[config.mk]
export PLATFORM = sky130hd
export DESIGN_NAME = pakl_queue
export DESIGN_NICKNAME = d
export VERILOG_FILES = /design/src/sv/pakl_pkg.sv /design/src/sv/pakl_queue.sv
export SDC_FILE = /design/constraint.sdc
export NUM_CORES = 1
export LEC_CHECK = 0
export BUFFER_PORTS_ARGS = -buffer_cell sky130_fd_sc_hd__buf_2
export CORE_ASPECT_RATIO = 0.8
export CORE_MARGIN = 2
export CORE_UTILIZATION = 47
export CTS_BUF_LIST = sky130_fd_sc_hd__clkbuf_16
export CTS_CLUSTER_DIAMETER = 150
export DETAILED_ROUTE_END_ITERATION = 8
export GPL_ROUTABILITY_DRIVEN = 1
export GPL_TIMING_DRIVEN = 0
export PLACE_DENSITY = 0.8
export SLEW_MARGIN = 20
export SYNTH_ARGS = -nofsm -noshare
export SYNTH_HDL_FRONTEND = slang
export SYNTH_SLANG_ARGS = --single-unit
export TNS_END_PERCENT = 10
[constraint.sdc]
create_clock -name clk -period 4.1 [get_ports clk]
set_input_delay 0.82 -clock clk [delete_from_list [all_inputs] [get_ports clk]]
set_output_delay 0.82 -clock clk [all_outputs]
set_load 0.02 [all_outputs]
[src/sv/pakl_pkg.sv]
// ----------------------------------------------------------------------------
// pakl_pkg
// Shared types and constants for the packed automaton key lookup.
// ----------------------------------------------------------------------------
package pakl_pkg;

  localparam int ADDR_W   = 16;
  localparam int SYM_W    = 8;
  localparam int VALUE_W  = 32;
  localparam int CFG_IDX_W = 2;
  localparam int CFG_DATA_W = 16;
  localparam int QDEPTH   = 2;

  localparam logic [CFG_IDX_W-1:0] CFG_TABLE_READY = 2'd0;
  localparam logic [CFG_IDX_W-1:0] CFG_START_CELL  = 2'd1;

  localparam logic FUNC_WRITE = 1'b0;

  typedef struct packed {
    logic               table_ready;
    logic [ADDR_W-1:0]  start_cell;
  } cfg_t;

  typedef struct packed {
    logic               is_write;
    logic [ADDR_W-1:0]  cell_addr;
    logic [SYM_W-1:0]   cell_symbol;
    logic [VALUE_W-1:0] cell_value;
    logic [SYM_W-1:0]   key_byte;
    logic               key_last;
    logic               wr_in_table;
    logic               byte_zero;
    logic               byte_final;
  } entry_t;

endpackage

[src/sv/pakl_queue.sv]
// ----------------------------------------------------------------------------
// pakl_queue
// Short FIFO of classified beats between the front and back stages.
// ----------------------------------------------------------------------------
module pakl_queue (
  input  logic             clk,
  input  logic             rst_n,
  input  logic             push,
  input  pakl_pkg::entry_t push_entry,
  output logic             q_ready,
  output logic             q_valid,
  output pakl_pkg::entry_t q_head,
  input  logic             pop
);
  import pakl_pkg::*;

  localparam int PW = $clog2(QDEPTH);
  localparam int CW = $clog2(QDEPTH + 1);

  entry_t         slot_r [QDEPTH];
  logic [PW-1:0]  wr_ptr_r, wr_ptr_nxt;
  logic [PW-1:0]  rd_ptr_r, rd_ptr_nxt;
  logic [CW-1:0]  count_r, count_nxt;

  assign q_ready = (count_r != CW'(QDEPTH));
  assign q_valid = (count_r != '0);
  assign q_head  = slot_r[rd_ptr_r];

  always_comb begin
    wr_ptr_nxt = wr_ptr_r;
    rd_ptr_nxt = rd_ptr_r;
    count_nxt  = count_r;
    if (push) begin
      wr_ptr_nxt = (wr_ptr_r == PW'(QDEPTH - 1)) ? '0 : wr_ptr_r + 1'b1;
    end
    if (pop) begin
      rd_ptr_nxt = (rd_ptr_r == PW'(QDEPTH - 1)) ? '0 : rd_ptr_r + 1'b1;
    end
    if (push && !pop) begin
      count_nxt = count_r + 1'b1;
    end else if (pop && !push) begin
      count_nxt = count_r - 1'b1;
    end
  end

  always_ff @(posedge clk) begin
    if (!rst_n) begin
      wr_ptr_r <= '0;
      rd_ptr_r <= '0;
      count_r  <= '0;
    end else begin
      wr_ptr_r <= wr_ptr_nxt;
      rd_ptr_r <= rd_ptr_nxt;
      count_r  <= count_nxt;
    end
  end

  always_ff @(posedge clk) begin
    if (push) begin
      slot_r[wr_ptr_r] <= push_entry;
    end
  end

endmodule

# ---- Yosys cells after proc, flatten, opt, wreduce, memory -nomap -nowiden
# Memories as Yosys holds them, arrays and structs flattened. A register that Yosys moved wholly into a read port is not among the register bits.
# Index checks and enable logic that the tools add are counted.
dict set report word_totals {
  register_bits 4
  ramBits 138
  input_bits 73
  output_inout_bits 71
  memories 1
}
# memory depth width read_ports rd_clocked_by_memory_dff write_ports line
set memory_table {}
lappend memory_table {slot_r 2 69 1 1 1 pakl_queue.sv:20} ;# entry_t slot_r [QDEPTH];
dict set report op_classes {
  addsub 4
  eq_ne 1
  mux 8
  reduce_logical 6
}
# cell n
set op_table {}
lappend op_table {{$mux 1} 6}
lappend op_table {{$mux 2} 2}
lappend op_table {{$reduce_bool 2->1} 2}
lappend op_table {{$add 1x1->1 const B} 2}
lappend op_table {{$add 2x1->2 const B} 1}
lappend op_table {{$logic_and 1x1->1} 2}
lappend op_table {{$logic_not 1->1} 2}
lappend op_table {{$ne 2x2->1 const B} 1}
lappend op_table {{$sub 2x1->2 const B} 1}

# ---- Longest topological paths before layout
dict set report depth {
  word_depth 4
  depth_mapped 5
  mapped_depth_nobuf 5
}

# ---- Worst setup path after synthesis
# OpenSTA, ideal clock, no wires.
dict set report synth_path {
  path_type {input to register}
  from {input push}
  to {memory slot_r[0][0] (netlist bit), enable pin}
  t_arrival_ns 3.879
  slack_ns -0.284
  path_stages 1
  n_path_buf 0
  path_cell_list {nor2b_1}
}
dict set report synth_between {
  elab_chain_len 2
}
# element line
set synth_lines {}
lappend synth_lines {{start, declared} pakl_queue.sv:8} ;# input logic push,
lappend synth_lines {{$mux 1} pakl_queue.sv:59} ;# if (push) begin
lappend synth_lines {{$mux 1 (implied by the code)} pakl_queue.sv:60} ;# slot_r[wr_ptr_r] <= push_entry;
lappend synth_lines {{end, declared} pakl_queue.sv:20}
# Every way passes these cells.

==> flow_metrics.tcl <==
set metrics [dict create \
    cts.sinks 143 \
    vias 2705 \
    dp_hpwl_um 6230 \
    yosysTopAreaCellShare_pct 79.1 \
    rsz0062_at_grt "no" \
    synth_cells 237 \
    remaining_drc_errors 0 \
    drt_iter0_markers 132 \
    dieHeight_um 98.4 \
    grt_pass1_wl_um 14200 \
    dr.pass1.iters 6 \
    diodes 0 \
    synth-seq-cells 143 \
    dieWidth_um 122 \
    seqPwrFrac_pct 45.5 \
    start_util_pct 48.3 \
    max_cap_violations 0 \
    ys.warnings.count 0 \
    syn_area_mm2 0.00524 \
    numCtsBuffers 17 \
    start_kind "register" \
    clk_path_buf_depth 2 \
    cpPeakStageDelay_ns 0.38 \
    p_int_mw 2.95 \
    tightest_slew_ns 0.483 \
    fin_crit_sh_pct 60.8 \
    core_region_area_mm2 0.0108 \
    synthTopCellsByCount "edfxtp_1 (138), mux2_2 (59), mux2_4 (10)" \
    place_congestion 0.734 \
    synth_top_cell_by_area "edfxtp_1" \
    synthTopCellsByArea "edfxtp_1 (79%), mux2_2 (13%), mux2_4 (2.9%)" \
    postCtsSetupBuffers 0 \
    slew_viol_final 0 \
    setup_tns_ns 0 \
    p_sw_share_pct 21.5 \
    cts_root_buffer "clkbuf_16" \
    finClkSkew_ns 0.00409 \
    worstPathMaxFanout 10 \
    p_leak_nw 2.66 \
    row_count 34 \
    ios 144 \
    async_flop_share_pct 0 \
    final_util_pct 63.5 \
    h-tree-depth 4 \
    yosysUniqueCellTypes 19 \
    dp.cells 528 \
    critPathKind "reg2out" \
    nNetsFinal 477 \
    gr-usage-all-layers_pct 16.0 \
    ys_seq_area_share_pct 81.0 \
    crit_slowest_cell "mux2_2" \
    clock_latency_ns 0.40 \
    post_drt_wl_per_cell_um 16.6 \
    area_growth_pct 31.4 \
    synth_edf_count 138 \
    path_cells "buf_6 > buf_2 > mux2_2 > buf_2" \
    setup_violations 0 \
    hp-class "reg2reg" \
    cp_common_cell "buf_2" \
    pwr_density_cell_mw_per_mm2 545 \
    syn_nets 311 \
    slew_headroom_pct 67.8 \
    run_status "completed" \
    syn_avg_cell_area_um2 22.1 \
    antenna_found_initial 0 \
    cts.clk_slew.worst_paths_ns 0.06 \
    grt_pass1_vias 2898 \
    cts_tree "yes" \
    fillCellCount 814 \
    worstPathRequired_ns 3.28 \
    hold_viol_final 0 \
    drive_gt1_share_pct 61.8 \
    timing.fmax_ghz 0.401 \
    cts_resized 0 \
    post-synth-top-count-cell "edfxtp_1" \
    p_comb_share_pct 10.9 \
    clkPwrFrac_pct 43.6 \
    fin_cells 560 \
    ant_nets 0 \
    portBuffers 143 \
    grt_overflow_total 0 \
    switchingPower_uw 809 \
    dieArea_mm2 0.0120 \
    drt_wl_total_um 9300 \
    vias_per_cell 4.83 \
    end_kind "output port" \
    finalCriticalPeriod_ns 2.49 \
    crit_arrival_ns 1.67 \
    postCtsHoldBufs 0 \
    grt_max_degree 38 \
    ir_worst_vdd_uv 413 \
    synthFlopType "edfxtp_1" \
]
==> state kept, by name, indices dropped and copies added (netlist names), named ones only <==
register	cells
count_r	2
rd_ptr_r	1
slot_r	138
wr_ptr_r	1
==> cell type report <==
type / instances / area (um^2) / area share, %
clock inverters: 15 / 219 / 3.18
flip-flops and latches: 143 / 4240 / 61.6
clock buffers: 17 / 425 / 6.18
inverters: 1 / 3.75 / 0.0545
well taps: 144 / 180 / 2.62
plain buffers: 8 / 62.6 / 0.909
repair buffers: 147 / 811 / 11.8
multi-input cells: 85 / 940 / 13.6
==> worst max-delay path, delay by kind of cell (launching register included) <==
family	cells	cell delay, ns
buffers and inverters	3	0.57
muxes	1	0.38
DFF	1	0.32
==> path summary, 6_finish.rpt <==
check / start / end / slack (ns) / cells after the start
setup / recovery: register / q_head[37] / 1.61 / 4
setup reg to reg: wr_ptr_r$_SDFFE_PN0P_ / slot_r[1][35]$_DFFE_PP_ / 2.59 / 2
hold / removal: count_r[1]$_SDFFE_PN0P_ / count_r[1]$_SDFFE_PN0P_ / 0.51 / 2
hold reg to reg: count_r[1]$_SDFFE_PN0P_ / count_r[1]$_SDFFE_PN0P_ / 0.51 / 2
==> layer usage <==
metal	wire length [um]	share of wire, %	vias to the layer above	global-route usage [%]
met5	0	0	-	0
met4	86	0.93	0	5.92
met3	552	5.9	9	5.56
met2	4660	50	98	27.3
met1	3990	43	1331	18.9
li1	-	-	1267	-
==> placed cells by master, fill, tap and decap left out <==
cell,instances
and2_4,1
edfxtp_1,138
or2_2,1
o21a_1,1
bufinv_16,5
xnor2_1,1
buf_16,2
inv_1,2
dfxtp_1,5
a21boi_1,1
xor2_1,2
buf_2,148
clkbuf_16,17
nand2b_1,1
buf_8,1
clkinv_1,1
clkinv_2,2
mux2_4,10
buf_6,2
clkinv_4,4
inv_6,1
o21ai_0,1
buf_12,2
clkinvlp_4,1
nor2b_1,1
nor2b_4,1
ha_1,1
or3_1,1
and2_1,3
mux2_2,59
==> cell families after synthesis <==
kind of cell | after synthesis | share of synthesized area [%]
DFF | 143 | 81.0
muxes | 69 | 15.5
buffers and inverters | 9 | 1.27
and+or+nand+nor | 9 | 1.07
AOI/OAI and AO/OA | 3 | 0.382
xor gates and xnor gates | 3 | 0.502
adders and majority gates | 1 | 0.239
==> stage by stage <==
| stage | power (mW) | hold WS (ns) | setup WS, ns | instance area (um^2) |
|---|---|---|---|---|
| after floorplan | 1.99 | 0.466 | 1.02 | 5240 |
| after global placement | 2.13 | 0.475 | -0.0335 | 6140 |
| after detailed placement | 2.15 | 0.506 | 1.99 | 6240 |
| after CTS | 3.80 | 0.514 | 1.55 | 6890 |
| after global routing | 3.88 | 0.536 | 1.51 | 6890 |
| final | 3.76 | 0.507 | 1.61 | 6890 |
==> power by group through the flow <==
stage,sequential (mW),clock (mW),combinational (mW)
floorplan,1.74,0,0.260
global placement,1.74,0,0.391
detailed placement,1.74,0,0.415
CTS,1.71,1.67,0.418
global route,1.71,1.72,0.442
finish,1.71,1.64,0.411
(Power assumes the default switching activity.)
