<file path="config.mk">
export PLATFORM = sky130hd
export DESIGN_NAME = pakl_front
export DESIGN_NICKNAME = d
export VERILOG_FILES = /design/src/sv/pakl_pkg.sv /design/src/sv/pakl_front.sv
export SDC_FILE = /design/constraint.sdc
export NUM_CORES = 1
export LEC_CHECK = 0
export BUFFER_PORTS_ARGS = -buffer_cell sky130_fd_sc_hd__buf_2
export CAP_MARGIN = 20
export CORE_MARGIN = 4
export CORE_UTILIZATION = 41
export CTS_BUF_LIST = sky130_fd_sc_hd__clkbuf_4 sky130_fd_sc_hd__clkbuf_8 sky130_fd_sc_hd__clkbuf_16
export CTS_CLUSTER_SIZE = 30
export DETAILED_ROUTE_END_ITERATION = 10
export GPL_TIMING_DRIVEN = 0
export PLACE_DENSITY = 0.78
export SLEW_MARGIN = 20
export SYNTH_ARGS = -nofsm -noshare
export SYNTH_HDL_FRONTEND = slang
export SYNTH_SLANG_ARGS = --single-unit
</file>
<file path="constraint.sdc">
create_clock -name clk -period 3.36 [get_ports clk]
set_input_delay 0.504 -clock clk [delete_from_list [all_inputs] [get_ports clk]]
set_output_delay 0.504 -clock clk [all_outputs]
set_load 0.01 [all_outputs]
</file>
<file path="src/sv/pakl_pkg.sv">
// ----------------------------------------------------------------------------
// pakl_pkg
// Shared types and constants for the packed automaton key lookup.
// ----------------------------------------------------------------------------
package pakl_pkg;

  localparam int ADDR_W   = 16;
  localparam int SYM_W    = 8;
  localparam int VALUE_W  = 32;
  localparam int CFG_IDX_W = 2;
  localparam int CFG_DATA_W = 16;
  localparam int QDEPTH   = 2;

  localparam logic [CFG_IDX_W-1:0] CFG_TABLE_READY = 2'd0;
  localparam logic [CFG_IDX_W-1:0] CFG_START_CELL  = 2'd1;

  localparam logic FUNC_WRITE = 1'b0;

  typedef struct packed {
    logic               table_ready;
    logic [ADDR_W-1:0]  start_cell;
  } cfg_t;

  typedef struct packed {
    logic               is_write;
    logic [ADDR_W-1:0]  cell_addr;
    logic [SYM_W-1:0]   cell_symbol;
    logic [VALUE_W-1:0] cell_value;
    logic [SYM_W-1:0]   key_byte;
    logic               key_last;
    logic               wr_in_table;
    logic               byte_zero;
    logic               byte_final;
  } entry_t;

endpackage

</file>
<file path="src/sv/pakl_front.sv">
// ----------------------------------------------------------------------------
// pakl_front
// Input stage: accepts beats, classifies them and hands them to the queue.
// ----------------------------------------------------------------------------
module pakl_front #(
  parameter int TABLE_CELLS = 65536,
  parameter int FINAL_MARK  = 255
) (
  input  logic                    clk,
  input  logic                    rst_n,
  input  logic                    in_valid,
  output logic                    in_ready,
  input  logic                    in_func,
  input  logic [15:0]             in_cell_addr,
  input  logic [7:0]              in_cell_symbol,
  input  logic [31:0]             in_cell_value,
  input  logic [7:0]              in_key_byte,
  input  logic                    in_key_last,
  output logic                    push,
  output pakl_pkg::entry_t        push_entry,
  input  logic                    q_ready
);
  import pakl_pkg::*;

  localparam logic [24:0] TC = 25'(TABLE_CELLS);

  logic   valid_r, valid_nxt;
  entry_t entry_r, entry_nxt;
  logic   in_fire;

  assign in_ready = !valid_r || q_ready;
  assign in_fire  = in_valid && in_ready;
  assign push     = valid_r && q_ready;
  assign push_entry = entry_r;

  always_comb begin
    valid_nxt = valid_r;
    if (in_fire) begin
      valid_nxt = 1'b1;
    end else if (push) begin
      valid_nxt = 1'b0;
    end
    entry_nxt.is_write    = (in_func == FUNC_WRITE);
    entry_nxt.cell_addr   = in_cell_addr;
    entry_nxt.cell_symbol = in_cell_symbol;
    entry_nxt.cell_value  = in_cell_value;
    entry_nxt.key_byte    = in_key_byte;
    entry_nxt.key_last    = in_key_last;
    entry_nxt.wr_in_table = ({9'd0, in_cell_addr} < TC);
    entry_nxt.byte_zero   = (in_key_byte == 8'd0);
    entry_nxt.byte_final  = (in_key_byte == 8'(FINAL_MARK));
  end

  always_ff @(posedge clk) begin
    if (!rst_n) begin
      valid_r <= 1'b0;
    end else begin
      valid_r <= valid_nxt;
    end
  end

  always_ff @(posedge clk) begin
    if (in_fire) begin
      entry_r <= entry_nxt;
    end
  end

endmodule

</file>
### Yosys cells after proc, flatten, opt, wreduce, memory -nomap -nowiden

Cells that the tools add are included.

| storage, ports and cells | value |
|---|---|
| output and inout bits | 71 |
| register bits after elaboration | 69 |

| cells by class | value |
|---|---|
| muxes and demuxes | 2 |
| eq/ne operators | 1 |
| reduce and logical (&&, ||, !) cells | 6 |
| bitwise operators | 1 |

Operators by type and width:

| kind | number |
|---|---|
| 8-bit == test (second input constant) | 1 |
| 8-bit logical NOT | 1 |
| 1-bit logical AND | 2 |
| 1-bit 2-to-1 mux | 2 |
| 2-bit nonzero test | 1 |
| 1-bit logical NOT | 1 |
| 1-bit logical OR | 1 |
| 1-bit inverter | 1 |

### Logic depth before layout (Yosys ltp)

Gate-level depths: netlist of the first run.

| logic depth | value |
|---|---|
| depth in word-level cells | 4 |
| gate-level depth with buffers | 2 |
| gate-level depth less buffers | 2 |

### Worst setup path before layout of the first run

Ideal clock, no wire load.

| timing | value |
|---|---|
| kind | in2reg |
| start | input q_ready |
| end | register entry_r, in the netlist push_entry[0] (enable) |
| buffers on the path | 0 |
| arrival time | 2308 ps |
| setup slack | 618 ps |
| stages on the path | 2 |
| path through | nand2b_1 -> and2_1 |

| on the way | value |
|---|---|
| cells in the longest elaborated chain, start to end | 2 |

RTL lines:

| what | line | RTL |
|---|---|---|
| start: declaration | pakl_front.sv:21 | `input logic q_ready` |
| 1-bit logical OR | pakl_front.sv:31 | `assign in_ready = !valid_r \|\| q_ready;` |
| 1-bit logical AND | pakl_front.sv:32 | `assign in_fire = in_valid && in_ready;` |
| named net in_fire | pakl_front.sv:29 | `logic in_fire;` |
| end signal: assignment | pakl_front.sv:64 | `entry_r <= entry_nxt;` |
| end: declaration | pakl_front.sv:28 | `entry_t entry_r, entry_nxt;` |

The timed path passes the listed nets, and every way through them passes these cells.
A chain may end at the register's enable or synchronous reset.

### Worst setup path in the final report of the first run

| timing | value |
|---|---|
| start | register valid_r |
| end | register entry_r, in the netlist push_entry[13] (enable) |

| on the way | value |
|---|---|
| cells in the longest elaborated chain, start to end | 3 |

RTL lines:

| what | line | RTL |
|---|---|---|
| start: declaration | pakl_front.sv:27 | `logic valid_r, valid_nxt;` |
| start signal: assignment | pakl_front.sv:58 | `valid_r <= valid_nxt;` |
| 1-bit logical NOT | pakl_front.sv:31 |  |
| 1-bit logical OR | pakl_front.sv:31 |  |
| 1-bit logical AND | pakl_front.sv:32 |  |
| named net in_fire | pakl_front.sv:29 |  |

The timed path passes the listed nets, and every way through them passes these cells.

==> results of run 1 <==
[sequential cells by signal (all words and copies together) (netlist names)]
name        cells
push_entry     68
valid_r         1
[Yosys cell counts]
| cell | number | area [sq um] |
|---|---|---|
| inv_1 | 2 | 7.51 |
| nand2b_1 | 1 | 6.26 |
| dfxtp_1 | 1 | 20.0 |
| conb_1 | 1 | 3.75 |
| or4_1 | 2 | 15.0 |
| buf_4 | 1 | 7.51 |
| and2_1 | 2 | 12.5 |
| edfxtp_1 | 68 | 2040 |
| nand4_1 | 2 | 12.5 |
| a21boi_0 | 1 | 7.51 |
| nor2_1 | 2 | 7.51 |
[worst max-delay path, delay by kind of cell (launching register included)]
family,cells,cell delay (ns)
buf+inv,1,0.27
flops,1,0.31
simple gates,2,0.53
[stage by stage]
stage | power, uW | cells | cell area (sq um)
floorplan | 1090 | 83 | 2140
global placement | 1170 | 292 | 2930
detailed placement | 1180 | 293 | 2950
CTS | 1810 | 309 | 3130
global route | 1870 | 309 | 3130
finish | 1790 | 309 | 3130
[cell families (layout without fill, tap and decap cells)]
family	Yosys count	count (layout)	share of synthesized area, %
other cells	1	1	0.175
simple gates	9	9	2.51
flops	69	69	96.3
buf+inv	3	159	0.701
compound gates	1	1	0.351
[worst paths after layout]
| kind | startpoint | end | depth (start not counted) |
|---|---|---|---|
| worst max-delay path | valid_r | push_entry[13] | 3 |
| worst min-delay path | in_cell_symbol[6] | push_entry[50] | 1 |
| worst max register to register | valid_r | push_entry[13] | 3 |
| worst min register to register | valid_r | valid_r | 2 |
[where the power goes]
part           internal [uW]  switching [uW]  total (uW)  leakage [uW]
Sequential              1000            10.1        1010      0.000667
Combinational           64.8            77.1         142      0.000590
Clock                    343             287         631      0.000101
[metal layers]
layer | part of all wire [%] | vias to the layer above | wire (um) | GRT usage, %
li1 | - | 627 | - | -
met1 | 37 | 584 | 1600 | 14.6
met2 | 47 | 93 | 2080 | 21.0
met3 | 14 | 10 | 612 | 8.63
met4 | 1.9 | 0 | 84 | 6.76
met5 | 0 | - | 0 | 0
[final cells by class]
| type | count | area (sq um) |
|---|---|---|
| buffer | 1 | 7.51 |
| clock buffer | 10 | 131 |
| clock inverter | 6 | 53.8 |
| fill | 388 | 1940 |
| inverter | 2 | 7.51 |
| multi-input combinational | 11 | 67.6 |
| sequential | 69 | 2060 |
| tap | 70 | 87.6 |
| timing repair buffer | 140 | 716 |
==> impl_metrics.yaml, run 1 <==
run_status:
  status: "finished clean"
cells_and_area:
  mostFrequentLayoutCells: "buf_2 (139), edfxtp_1 (68), clkbuf_8 (9)"
  syn2layout_area_growth_pct: 46.3
  nets: 304
  drive_above_1_share_pct: 65.7
  n_antenna_cell: 0
  final_util_pct: 61.7
  final_common_cell: "buf_2"
clock_network:
  h-tree-depth: 3
  cts_made_buffers: 9
  clock_latency_ns: 0.33
  cts_max_path_buffers: 2
  postCtsHoldBufs: 0
  cts_resized: 0
  post_cts_buffers: 0
  cts_tree: "built"
  cts.clk_slew.worst_paths_ns: 0.07
  cts-root-buf: "clkbuf_8"
  cts.sinks: 69
grt:
  grt_pass1_vias: 1320
  antenna_found_initial: 0
  grt_pass1_wl_um: 6220
  grt.overflow.total: 0
  grtUsageTotal_pct: 13.7
  grt_max_degree: 36
sta:
  setup_viol: 0
  skew_ns: 0.00326
  min_period_ns: 1.44
  maxSlewViolCount: 0
  setup_slack_ns: 1.92
  tns_ns: 0
  rsz0062_at_grt: "false"
  hold_viol: 0
  whs_ns: 0.343
  fin_crit_sh_pct: 42.8
  fmax_mhz: 695
drt:
  routed_wl_um: 4380
  first_iter_violations: 44
  vias: 1314
  final_antenna_net_count: 0
  first_pass_iters: 4
  post-route-drc-count: 0
  routedWlPerCell_um: 14.2
  vias_per_cell: 4.25
worst_setup_path:
  cp_cell_sequence: "nand2b_1, and2_4, buf_12"
  arrival_ns: 1.46
  slowest_delay_ns: 0.44
  regToRegSetupSlack_ns: 1.92
  start_kind: "register"
  endpoint_kind: "register"
  crit_slowest_cell: "and2_4"
  crit_type: "reg2reg"
  worstPathMaxFanout: 35
  crit_required_ns: 3.39
placement:
  pre_cts_slack_ns: 1.57
  gp_congestion: 0.711
  port_buffers: 139
synthesis:
  yosysUniqueCellTypes: 11
  syn-num-nets: 153
  synth_area_sq_um: 2140
  ys_seq_area_share_pct: 96.3
  ys_warn_count: 0
  synth_cells: 83
  synth_seq_cells: 69
  syn_area_per_cell_sq_um: 25.8
power_and_ir_drop:
  p_leak_uw: 0.00136
  peakVddDrop_uv: 363
  p_per_area_nw_per_um2: 570
floorplanning:
  die_w_um: 80.3
  rows: 26
  start_util_pct: 42.2
  die-area_sq_um: 6440
  pin_count: 141
  die_y_um: 80.3
  coreArea_sq_um: 5070
job:
  max-cap-violations: 0
min_path:
  hp-class: "in2reg"
Power figures use the tool's default switching activity.
==> inputs of run 2 (changes only) <==
--- a/config.mk
+++ b/config.mk
@@ -8,12 +8,12 @@
 export BUFFER_PORTS_ARGS = -buffer_cell sky130_fd_sc_hd__buf_2
 export CAP_MARGIN = 20
 export CORE_MARGIN = 4
-export CORE_UTILIZATION = 41
+export CORE_UTILIZATION = 37
 export CTS_BUF_LIST = sky130_fd_sc_hd__clkbuf_4 sky130_fd_sc_hd__clkbuf_8 sky130_fd_sc_hd__clkbuf_16
 export CTS_CLUSTER_SIZE = 30
 export DETAILED_ROUTE_END_ITERATION = 10
 export GPL_TIMING_DRIVEN = 0
-export PLACE_DENSITY = 0.78
+export PLACE_DENSITY = 0.75
 export SLEW_MARGIN = 20
 export SYNTH_ARGS = -nofsm -noshare
 export SYNTH_HDL_FRONTEND = slang
==> constraint.sdc (replaced) <==
create_clock -name clk -period 1.3 [get_ports clk]
set_input_delay 0.195 -clock clk [delete_from_list [all_inputs] [get_ports clk]]
set_output_delay 0.195 -clock clk [all_outputs]
set_load 0.01 [all_outputs]
==> impl_metrics.yaml, run 2 (same netlist as run 1, synthesis figures left out) <==
run_status:
  status: "finished clean"
worst_setup_path:
  crit_type: "reg2reg"
  r2r-start: "valid_r"
  worstPathMaxFanout: 34
  arrival_ns: 1.20
  r2r-end: "push_entry[54]"
  crit_required_ns: 1.28
  endpoint_kind: "register"
  reg2regPathDepth: 2
  regToRegSetupSlack_ns: 0.08
  start_kind: "register"
cells_and_area:
  register_area_sq_um: 2060
  syn2layout_area_growth_pct: 44.6
  drive_above_1_share_pct: 64.3
  nets: 304
  multi_input_area_sq_um: 83.8
  n_antenna_cell: 0
  finalNonFillerCells: 310
  nFillCells: 474
  mostFrequentLayoutCells: "buf_2 (139), edfxtp_1 (68), clkbuf_8 (9)"
  largest_register_ffs: 68
  final_common_cell: "buf_2"
clock_network:
  clock_latency_ns: 0.33
  cts_max_path_buffers: 2
  cts_made_buffers: 9
  h-tree-depth: 3
  cts_tree: "built"
  cts.clk_slew.worst_paths_ns: 0.07
  cts.sinks: 69
  cts-root-buf: "clkbuf_8"
grt:
  grt_pass1_wl_um: 7290
  antenna_found_initial: 3
  grt.overflow.total: 0
  grtUsageTotal_pct: 14.1
  grt_pass1_vias: 1461
  grt_max_degree: 35
power_and_ir_drop:
  clkPwrFrac_pct: 31.2
  p_switching_uw: 922
  p_per_area_nw_per_um2: 1410
  p_sw_share_pct: 21.2
  p_leak_uw: 0.00134
  p_seq_share_pct: 60.3
  peakVddDrop_uv: 715
  combPwrFrac_pct: 8.5
  internal_power_uw: 3430
floorplanning:
  die_w_um: 84.1
  pin_count: 141
  rows: 27
  start_util_pct: 38.4
  coreArea_sq_um: 5570
  die_y_um: 84.1
  die-area_sq_um: 7070
sta:
  setup_slack_ns: 0.0797
  rsz0062_at_grt: "false"
  skew_ns: 0.00549
  whs_ns: 0.0364
  hold_viol: 0
  fmax_mhz: 819
  fin_crit_sh_pct: 93.9
  maxSlewViolCount: 0
  setup_viol: 0
  min_period_ns: 1.22
drt:
  first_pass_iters: 4
  vias_per_cell: 4.36
  routedWlPerCell_um: 15.4
  final_antenna_net_count: 0
  first_iter_violations: 30
  vias: 1353
  routed_wl_um: 4790
  post-route-drc-count: 0
placement:
  port_buffers: 139
  pre_cts_slack_ns: -0.241
  place_inst: 294
  gp_congestion: 0.753
min_path:
  min-delay-start: "in_cell_addr[13]"
  whs_path_depth: 1
  hold_end: "push_entry[65]"
  hp-class: "in2reg"
job:
  max-cap-violations: 0
[run 2: cell count changes in the layout (fill, tap and decap cells not counted)]
cell and delta:
and2_4 +1, buf_12 -1, bufinv_16 -1, clkinv_1 +4, clkinv_2 -4, nand2b_1 -1
nand2b_4 +1
[run 2: per-stage QoR]
stage / utilization, % / power (uW) / setup TNS [ns] / instance area, sq um
final: 55.6 / 4350 / 0 / 3100
after global routing: 55.6 / 4560 / 0 / 3100
after CTS: 55.4 / 4420 / -0.0248 / 3090
after detailed placement: 52.6 / 3050 / -16.25 / 2930
after global placement: 52.6 / 3030 / -14.05 / 2930
after floorplan: - / 2800 / -7.10 / 2140
[run 2: critical path, stage by stage, from the launching register on]
cell,delay (ns)
dfxtp_1,0.33
nand2b_4,0.09
and2_4,0.44
[run 2: cell type report]
class / count / area share (%)
buffer: 1 / 0.242
clock buffer: 10 / 4.24
clock inverter: 5 / 0.606
inverter: 2 / 0.242
multi-input combinational: 12 / 2.71
sequential: 69 / 66.6
tap: 72 / 2.91
timing repair buffer: 139 / 22.5
[run 2: repair_timing]
item | 4_1_cts | 5_1_grt
resized for setup | 1 | 1
setup buffers | 0 | 0
hold buffers | 0 | 0
endpoints found under the setup margin | 68 | 68
gates cloned | 1 | 0
pin swaps | 1 | 1
[run 2: worst max-delay path by stage]
stage / slack (ns) / endpoint / cells past startpoint / start
floorplan: -0.10 / push_entry[0] / 2 / valid_r
global placement: -0.21 / push_entry[18] / 3 / q_ready
detailed placement: -0.24 / push_entry[58] / 3 / q_ready
CTS: -0.003 / push_entry[58] / 2 / valid_r
global route: 0.005 / push_entry[36] / 2 / valid_r
finish: 0.08 / push_entry[54] / 2 / valid_r
[run 2: routing by layer]
layer / GRT usage (%) / vias to the layer above / share of wire, %
met5: 0 / - / 0.73
met4: 8.48 / 6 / 1.9
met3: 10.4 / 15 / 17
met2: 21.3 / 93 / 47
met1: 13.8 / 607 / 33
li1: - / 632 / -
[run 2: power groups by stage]
stage	Sequential [uW]	Clock [uW]	Combinational (uW)
after global placement	2670	0	357
after CTS	2630	1410	376
final	2630	1360	369
after global routing	2640	1520	405
after floorplan	2750	0	52.5
after detailed placement	2680	0	368
